<file path="src/rtl/rbst_pkg.sv">
// Shared types and constants for the ray/box slab test block.
// No dependencies; used by every module of the block.
`timescale 1ns / 1ps
package rbst_pkg;
    localparam int FieldWidth = 32;
    localparam int FracBits   = 16;

    typedef enum logic {
        OP_LOAD = 1'b0,
        OP_TEST = 1'b1
    } op_t;

    // One queue entry: a classified item waiting for the back end.
    typedef struct packed {
        logic                    is_test;
        logic [FieldWidth-1:0]   a_x;
        logic [FieldWidth-1:0]   a_y;
        logic [FieldWidth-1:0]   a_z;
        logic [FieldWidth-1:0]   b_x;
        logic [FieldWidth-1:0]   b_y;
        logic [FieldWidth-1:0]   b_z;
        logic [FieldWidth-1:0]   limit_in;
    } item_t;
endpackage

</file>
<file path="src/rtl/rbst_div.sv">
// Iterative saturating signed divider, one quotient bit per cycle.
// Depends on rbst_pkg for the fraction width.
`timescale 1ns / 1ps
module rbst_div #(
    parameter int CW = 32
) (
    input  logic                 aclk,
    input  logic                 aresetn,
    input  logic                 start,
    input  logic [CW:0]          num,    // exact difference, CW+1 bits signed
    input  logic [CW-1:0]        den,
    output logic                 done,
    output logic [CW-1:0]        quo
);
    localparam int NW    = CW + 1;            // numerator magnitude width
    localparam int STEPS = NW + rbst_pkg::FracBits;
    localparam int CNTW  = $clog2(STEPS + 1);
    localparam int QW    = CW + 1;            // quotient bits kept before saturation

    logic [CNTW-1:0] cnt_reg, cnt_next;
    logic            busy_reg, busy_next;
    logic            done_reg, done_next;
    logic [STEPS-1:0] sh_reg, sh_next;        // numerator bits, shifted out MSB first
    logic [CW:0]     rem_reg, rem_next;
    logic [CW-1:0]   dmag_reg, dmag_next;
    logic [QW-1:0]   q_reg, q_next;
    logic            ovf_reg, ovf_next;
    logic            neg_reg, neg_next;
    logic            zero_reg, zero_next;
    logic            nneg_reg, nneg_next;
    logic [CW-1:0]   quo_reg, quo_next;

    logic [NW-1:0]   nmag;
    logic [CW+1:0]   trial;
    logic            qb;
    logic [CW+1:0]   rsh;
    logic [QW-1:0]   maxpos;

    assign nmag   = num[CW] ? NW'(-num) : NW'(num);
    assign maxpos = QW'({1'b0, {(CW-1){1'b1}}});
    assign rsh    = {rem_reg, sh_reg[STEPS-1]};
    assign trial  = rsh - {2'b00, dmag_reg};
    assign qb     = !trial[CW+1];

    // Shift-subtract iteration and final saturation.
    always_comb begin
        cnt_next  = cnt_reg;
        busy_next = busy_reg;
        done_next = 1'b0;
        sh_next   = sh_reg;
        rem_next  = rem_reg;
        dmag_next = dmag_reg;
        q_next    = q_reg;
        ovf_next  = ovf_reg;
        neg_next  = neg_reg;
        zero_next = zero_reg;
        nneg_next = nneg_reg;
        quo_next  = quo_reg;
        if (start) begin
            busy_next = 1'b1;
            cnt_next  = '0;
            sh_next   = {nmag, {rbst_pkg::FracBits{1'b0}}};
            rem_next  = '0;
            dmag_next = den[CW-1] ? -den : den;
            q_next    = '0;
            ovf_next  = 1'b0;
            nneg_next = num[CW] && (num != '0);
            neg_next  = num[CW] != den[CW-1];
            zero_next = (den == '0);
        end else if (busy_reg) begin
            if (cnt_reg == CNTW'(STEPS)) begin
                busy_next = 1'b0;
                done_next = 1'b1;
                if (zero_reg)
                    quo_next = nneg_reg ? {1'b1, {(CW-1){1'b0}}} : maxpos[CW-1:0];
                else if (!neg_reg)
                    quo_next = (ovf_reg || q_reg > maxpos) ? maxpos[CW-1:0]
                                                           : q_reg[CW-1:0];
                else
                    quo_next = (ovf_reg || q_reg > maxpos + QW'(1))
                             ? {1'b1, {(CW-1){1'b0}}} : CW'(-q_reg);
            end else begin
                cnt_next = cnt_reg + CNTW'(1);
                sh_next  = sh_reg << 1;
                rem_next = qb ? trial[CW:0] : rsh[CW:0];
                if (q_reg[QW-1])
                    ovf_next = 1'b1;
                q_next = {q_reg[QW-2:0], qb};
            end
        end
    end

    always_ff @(posedge aclk) begin
        if (!aresetn) begin
            busy_reg <= 1'b0;
            done_reg <= 1'b0;
            cnt_reg  <= '0;
        end else begin
            busy_reg <= busy_next;
            done_reg <= done_next;
            cnt_reg  <= cnt_next;
        end
        sh_reg   <= sh_next;
        rem_reg  <= rem_next;
        dmag_reg <= dmag_next;
        q_reg    <= q_next;
        ovf_reg  <= ovf_next;
        neg_reg  <= neg_next;
        zero_reg <= zero_next;
        nneg_reg <= nneg_next;
        quo_reg  <= quo_next;
    end

    assign done = done_reg;
    assign quo  = quo_reg;
endmodule

</file>
<file path="src/rtl/rbst_back.sv">
// Back end: holds the ray, runs six dividers per box and folds the intervals.
// Depends on rbst_pkg and rbst_div.
`timescale 1ns / 1ps
module rbst_back #(
    parameter int CW = 32
) (
    input  logic                aclk,
    input  logic                aresetn,
    input  logic                q_valid,
    output logic                q_pop,
    input  rbst_pkg::item_t     q_item,
    output logic                m_tvalid,
    input  logic                m_tready,
    output logic                hit
);
    typedef enum logic [1:0] {ST_IDLE, ST_DIV, ST_FOLD, ST_OUT} state_t;

    state_t state_reg;
    logic [CW-1:0] org_reg [3];
    logic [CW-1:0] dir_reg [3];
    logic [CW-1:0] lim_reg;
    logic [CW-1:0] qa_reg [3];
    logic [CW-1:0] qb_reg [3];
    logic          hit_reg;
    logic          start;
    logic [5:0]    dn;
    logic [CW-1:0] qa [3];
    logic [CW-1:0] qb [3];
    logic [CW-1:0] lo [3];
    logic [CW-1:0] hi [3];
    logic [CW-1:0] tmin1, tmax1, tmin2;
    logic          miss1, miss2, hit_c;
    logic [CW-1:0] ca [3];
    logic [CW-1:0] cb [3];

    // Fields are signed; narrowing wraps and widening sign-extends.
    assign ca[0] = CW'($signed(q_item.a_x));
    assign ca[1] = CW'($signed(q_item.a_y));
    assign ca[2] = CW'($signed(q_item.a_z));
    assign cb[0] = CW'($signed(q_item.b_x));
    assign cb[1] = CW'($signed(q_item.b_y));
    assign cb[2] = CW'($signed(q_item.b_z));

    assign start = (state_reg == ST_IDLE) && q_valid && q_item.is_test;
    assign q_pop = (state_reg == ST_IDLE) && q_valid;

    // Two dividers per axis, entry and exit planes.
    for (genvar g = 0; g < 3; g++) begin : g_axis
        rbst_div #(.CW(CW)) u_div_a (
            .aclk(aclk), .aresetn(aresetn), .start(start),
            .num({ca[g][CW-1], ca[g]} - {org_reg[g][CW-1], org_reg[g]}),
            .den(dir_reg[g]), .done(dn[2*g]), .quo(qa[g]));
        rbst_div #(.CW(CW)) u_div_b (
            .aclk(aclk), .aresetn(aresetn), .start(start),
            .num({cb[g][CW-1], cb[g]} - {org_reg[g][CW-1], org_reg[g]}),
            .den(dir_reg[g]), .done(dn[2*g+1]), .quo(qb[g]));
        assign lo[g] = ($signed(qa_reg[g]) > $signed(qb_reg[g])) ? qb_reg[g] : qa_reg[g];
        assign hi[g] = ($signed(qa_reg[g]) > $signed(qb_reg[g])) ? qa_reg[g] : qb_reg[g];
    end

    // Interval intersection over the three axes.
    always_comb begin
        miss1 = ($signed(lo[0]) > $signed(hi[1])) || ($signed(lo[1]) > $signed(hi[0]));
        tmin1 = ($signed(lo[1]) > $signed(lo[0])) ? lo[1] : lo[0];
        tmax1 = ($signed(hi[0]) > $signed(hi[1])) ? hi[1] : hi[0];
        miss2 = ($signed(tmin1) > $signed(hi[2])) || ($signed(lo[2]) > $signed(tmax1));
        tmin2 = ($signed(lo[2]) > $signed(tmin1)) ? lo[2] : tmin1;
        hit_c = !miss1 && !miss2 && !($signed(tmin2) > $signed(lim_reg));
    end

    always_ff @(posedge aclk) begin
        if (!aresetn) begin
            state_reg <= ST_IDLE;
            for (int i = 0; i < 3; i++) begin
                org_reg[i] <= '0;
                dir_reg[i] <= '0;
            end
            lim_reg <= '0;
        end else begin
            unique case (state_reg)
                ST_IDLE: begin
                    if (q_valid && q_item.is_test) begin
                        state_reg <= ST_DIV;
                    end else if (q_valid) begin
                        for (int i = 0; i < 3; i++) begin
                            org_reg[i] <= ca[i];
                            dir_reg[i] <= cb[i];
                        end
                        lim_reg <= CW'($signed(q_item.limit_in));
                    end
                end
                ST_DIV: begin
                    if (&dn) begin
                        for (int i = 0; i < 3; i++) begin
                            qa_reg[i] <= qa[i];
                            qb_reg[i] <= qb[i];
                        end
                        state_reg <= ST_FOLD;
                    end
                end
                ST_FOLD: begin
                    hit_reg   <= hit_c;
                    state_reg <= ST_OUT;
                end
                ST_OUT: begin
                    if (m_tready)
                        state_reg <= ST_IDLE;
                end
                default: state_reg <= ST_IDLE;
            endcase
        end
    end

    assign m_tvalid = (state_reg == ST_OUT);
    assign hit      = hit_reg;
endmodule

</file>
<file path="config.mk">
export PLATFORM = sky130hd
export DESIGN_NAME = rbst_back
export DESIGN_NICKNAME = d
export VERILOG_FILES = /design/src/rtl/rbst_pkg.sv /design/src/rtl/rbst_div.sv /design/src/rtl/rbst_back.sv
export SDC_FILE = /design/constraint.sdc
export NUM_CORES = 2
export LEC_CHECK = 0
export BUFFER_PORTS_ARGS = -buffer_cell sky130_fd_sc_hd__buf_2
export CAP_MARGIN = 20
export CORE_UTILIZATION = 35
export DETAILED_ROUTE_END_ITERATION = 16
export GPL_ROUTABILITY_DRIVEN = 0
export PLACE_DENSITY = 0.52
export REMOVE_ABC_BUFFERS = 1
export SKIP_CTS_REPAIR_TIMING = 1
export SLEW_MARGIN = 30
export SYNTH_ARGS = -nofsm -noshare
export SYNTH_HDL_FRONTEND = slang
export SYNTH_SLANG_ARGS = --single-unit
</file>
<file path="constraint.sdc">
create_clock -name aclk -period 12.8 [get_ports aclk]
set_input_delay 1.28 -clock aclk [delete_from_list [all_inputs] [get_ports aclk]]
set_output_delay 1.28 -clock aclk [all_outputs]
set_load 0.1 [all_outputs]
</file>
# Word-level counts from Yosys, hierarchy flattened
# Memory sizes are Yosys's and may differ from the RTL's.
# Index checks and enable logic that the tools add are counted.
# op_classes
addsub,33
n_lt_le_gt_ge,23
n_eq_ne,24
mux,116
n_bitwise,21
n_reduce_logical,85
# op_table
op,count
32-bit two-way mux,45
49-bit two-way mux,18
33-bit two-way mux,12
32-bit greater-than comparator,11
32-bit negation,9
34-bit by 32-bit subtractor with 34-bit output,6
"33-bit by 31-bit greater-than comparator with 1-bit output, second input constant",6
"33-bit by 32-bit greater-than comparator with 1-bit output, second input constant",6
33-bit negation,6
33-bit nonzero test,6
32-bit by 32-bit subtractor with 33-bit output,6
32-bit zero test,3
31-bit two-way mux,3
3-bit AND reduction,14
"6-bit by 1-bit adder with 6-bit output, second input constant",6
"6-bit equality test, second input constant",6
1-bit two-way mux,34
2-bit AND reduction,13
3-bit OR reduction,6
1-bit NOT,15
1-bit logical OR,14
"2-bit inequality test, second input constant",6
2-bit nonzero test,6
1-bit logical AND,11
other kinds (11),34
# totals
regBits,986
ramBits,384
in_bits,229
out_inout_bits,3
word_cells,378
memories,4
# mem_list
memory,words,word_bits,read_ports,rd_ports_with_merged_regs,write_ports,line_no,text
dir_reg,3,32,3,0,3,rbst_back.sv:20,logic [CW-1:0] dir_reg [3];
org_reg,3,32,3,0,3,rbst_back.sv:19,logic [CW-1:0] org_reg [3];
qa_reg,3,32,3,0,3,rbst_back.sv:22,logic [CW-1:0] qa_reg [3];
qb_reg,3,32,3,0,3,rbst_back.sv:23,logic [CW-1:0] qb_reg [3];

# Longest topological paths before layout
# An unclocked memory read counts as a cell.
# logic_depth
ltp_word,10
depth_mapped,56
depth_no_buf,53

# Modules after synthesis
# A second synthesis with hierarchy kept.
# unflattened
cells_unflattened,10603
area_unflattened_um2,97711.2
# by_module_without_submodules
module,n_inst,cells_per_inst,area_per_inst_um2,seq_area_each_um2
rbst_div (g_axis[0].u_div_a ...),5,1146,10407.5,4504.3
rbst_back,1,3739,35311.4,12241.7
rbst_div (g_axis[2].u_div_b),1,1134,10362.4,4504.3

# Worst setup path after synthesis
# OpenSTA, ideal clock, no wires.
# synth_timing
path_type,flip-flop to flip-flop
start,memory qa_reg[1][26] (netlist: qa_reg[0][58])
end,"register hit_reg (netlist: hit), data pin"
setup_time_ns,0.207
arrival_ns,10.096
t_required_ns,12.593
slack_ns,2.497
path_stages_with_launch,48
path_buffers,4
period_less_slack_ns,10.303
path_cell_list,edfxtp_1 -> ha_1 -> and4_1 -> nor4b_1 -> nand2_1 -> nor3_1 -> or4_1 -> and3_1 -> clkbuf_1 -> buf_1 -> mux2i_1 -> inv_1 -> ha_1 -> and4_1 -> nand3_1 -> or4_1 -> nor4_1 -> o211a_1 -> (+12 left out) -> nor4_1 -> clkbuf_1 -> nand2_1 -> o21ai_0 -> ha_1 -> nor2b_1 -> o21a_1 -> o21a_1 -> o21a_1 -> o21ai_0 -> nand2b_1 -> a21oi_1 -> nor2b_1 -> o21ai_0 -> nand2_1 -> a211oi_1 -> a21oi_1 -> a2111oi_0
# synth_rtl
item,line_no,text
"start, declared",rbst_back.sv:22,
"end signal, assigned",rbst_back.sv:102,hit_reg <= hit_c;
"end, declared",rbst_back.sv:24,logic hit_reg;

==> summary.txt <==
Run status
  • Outcome: finished, final reports clean

Timing
  • Minimum clock period: 11.99 ns
  • Setup TNS: 0 ns
  • Max Clk Rate: 0.0834 GHz
  • Worst slew pin tran: 0.942 ns
  • Final setup fails: 0
  • Hold slack: 0.407 ns
  • Slew margin rel.: 37.2%
  • Final Hold Fails: 0
  • Setup Skew: 0.0778 ns
  • RSZ-0062 raised after global routing: false
  • Slew Viols, Final: 0
  • Final cycle utilization of the critical path: 93.7%

Critical path
  • CP most frequent cell: o21ai_0
  • Family with the most delay on the worst path: compound AO/OA/AOI/OAI gates
  • CP bufs+invs: 3
  • CP startpoint kind: flip-flop
  • Critical R2R Launch: qa_reg[0][31]
  • WP data required: 13.35 ns
  • CP max FO: 30
  • RR Endpoint: hit
  • CP max-delay cell: nor4_1
  • Worst R2R Setup Slack: 0.81 ns
  • Crit path kind: reg2reg
  • Worst R2R Path Depth: 44
  • Critical path depth: 44
  • Arrival time at the worst endpoint: 12.54 ns
  • Largest stage delay, worst path: 0.81 ns
  • CP endpoint kind: flip-flop

Synth
  • Syn. warnings: 0
  • Post-synthesis sequential element count: 1370
  • Synth unique cells: 88
  • Post-Synthesis Cells: 10500
  • EDFF count, synth: 886
  • Sequential cell area fraction in the yosys report: 39.5%
  • Top FF cell, synth: edfxtp_1
  • Mapped Avg Cell Area: 8.77 µm²
  • Cell Area, Synth: 91900 µm²
  • Ys async rst share: 0%

Layout
  • Layout cells sized above 1: 7.40%
  • Nets: 11500
  • Synth-to-Final Area Change: 11.7%
  • Commonest non-fill, non-tap cell in the layout: nand2_1
  • Most frequent cells in the layout: 1237 x nand2_1, 1048 x a21oi_1, 908 x o21ai_0, 886 x edfxtp_1, 769 x ha_1

Floorplan
  • Num rows: 187
  • Die Width: 514 µm
  • Height of the die: 514 µm
  • Ports: 232
  • Starting density of the core: 35.3%
  • Area of the core: 260000 µm²
  • Die Area: 265000 µm²

Global routing
  • Grt ovf: 0
  • Vias in the first global route: 72500
  • Initial antenna violation count: 27
  • First-pass GRT wire length: 408000 µm
  • Gr usage total: 19.2%
  • Largest net degree at the start of global routing: 155

CTS
  • Clk_lat worst skew: 0.87 ns
  • CTS clock-pin slew for the worst setup and hold paths: 0.06 ns
  • Clk buf depth: 4
  • CTS sink count: 1370
  • CTS root buf: clkbuf_16
  • Total CTS buffers: 177
  • CTS tree: built
  • # H-tree levels: 4

Detailed routing
  • WL/cell: 18.4 µm
  • Met1 wire length: 124000 µm
  • Via count: 76100
  • DRT Pass-1 Iters: 8
  • Drc violations: 0
  • Met2 WL: 117000 µm
  • Top Layer Used: met5
  • Met3 Wirelength: 12800 µm
  • Via density per instance: 5.37
  • Routed Antenna Nets: 0
  • Total Wirelength: 261000 µm
  • DR iter-0 viols: 5694

Power
  • P_leak: 0.0410 µW
  • Peak VDD IR: 158 µV
  • PwrDens: 186 nW/µm²

Place
  • Post-DP HPWL: 196000 µm
  • I/O Buffers: 231

Worst hold path
  • Min-Delay Path Class: reg2reg
  • Hold Crit Depth: 0
  • Worst Hold Endpoint: qb_reg[0][77]
  • Worst Min Path Start: g_axis[2].u_div_b.quo[13]

Run
  • Maxcap violations: 0
-- area by class of cell --
cell class,instances,area (µm²)
antenna,5,12.5
clock buffer,245,5070
clock inverter,73,821
fill,26000,158000
inverter,662,2500
multi-input combinational,7982,51600
sequential,1370,36300
tap,3496,4370
timing repair buffer,327,1980
-- worst reg2reg max path, delay by kind of cell, from the launching register on --
| family | cells | cell delay (ns) |
|---|---|---|
| AO/OA/AOI/OAI | 21 | 4.61 |
| XOR/XNOR | 1 | 0.17 |
| adder cells (fa/ha/maj) | 4 | 1.49 |
| buffers and inverters | 3 | 1.03 |
| flip-flops | 1 | 0.43 |
| AND/OR/NAND/NOR | 15 | 3.99 |
-- kinds of logic (layout without fill, tap and decap cells) --
| kind of cell | after synthesis | after routing | share of synthesized area (%) |
|---|---|---|---|
| adder cells (fa/ha/maj) | 782 | 782 | 10.7 |
| AO/OA/AOI/OAI | 2976 | 2976 | 19.1 |
| buffers and inverters | 1126 | 1307 | 4.61 |
| multiplexers | 194 | 194 | 2.21 |
| AND/OR/NAND/NOR | 3413 | 3413 | 17.9 |
| flip-flops | 1370 | 1370 | 39.5 |
| XOR/XNOR | 617 | 617 | 5.88 |
| other | 0 | 5 | 0 |
-- cells in the mapped netlist (90+ instances only) --
cell	number	share of area (%)
nand4_1	156	1.1
o21ai_0	908	4.9
nor2_1	699	2.9
nor2b_1	105	0.71
ha_1	769	10
a21o_1	238	1.9
mux2i_1	123	1.3
a31oi_1	154	1.0
dfxtp_1	484	11
nand3b_1	108	0.88
clkbuf_1	429	1.8
nand2b_1	123	0.84
nor3_1	200	1.1
nand2_1	1238	5.1
edfxtp_1	886	29
inv_1	657	2.7
o21a_1	90	0.74
or3_1	125	0.85
nand3_1	150	0.82
xnor2_1	391	3.7
a21oi_1	1049	5.7
and2_1	239	1.6
xor2_1	226	2.2
-- report_power, final --
part           internal, µW  switching [µW]  leakage [µW]
combinational          3120            4830        0.0257
clock                  3070            2000       0.00288
sequential             5620             434        0.0124
total                 11800            7270        0.0410
-- worst max-delay path by stage --
stage	start	end
2_1_floorplan	q_valid	g_axis[0].u_div_a.quo[0]
3_3_place_gp	qa_reg[0][63]	hit
3_5_place_dp	qa_reg[0][63]	hit
4_1_cts	qa_reg[0][63]	hit
5_1_grt	qa_reg[0][31]	hit
6_report	qa_reg[0][31]	hit
-- per-stage QoR --
stage	setup WS, ns	instance area [µm²]	total power, µW	util, %	cells
2_1_floorplan	-11.71	90200	12200	-	10000
3_3_place_gp	1.01	96500	13900	37.1	13800
3_5_place_dp	0.918	96600	14000	37.1	13800
4_1_cts	0.922	102000	19200	39.3	14100
5_1_grt	0.0209	103000	20500	39.4	14200
6_report	0.811	103000	19100	39.4	14200
-- per-layer routing --
layer | global-route usage (%) | up-vias
li1 | - | 37800
met1 | 26.8 | 36100
met2 | 31.1 | 1792
met3 | 2.20 | 415
met4 | 5.42 | 12
met5 | 0 | -
(Power assumes the default switching activity.)
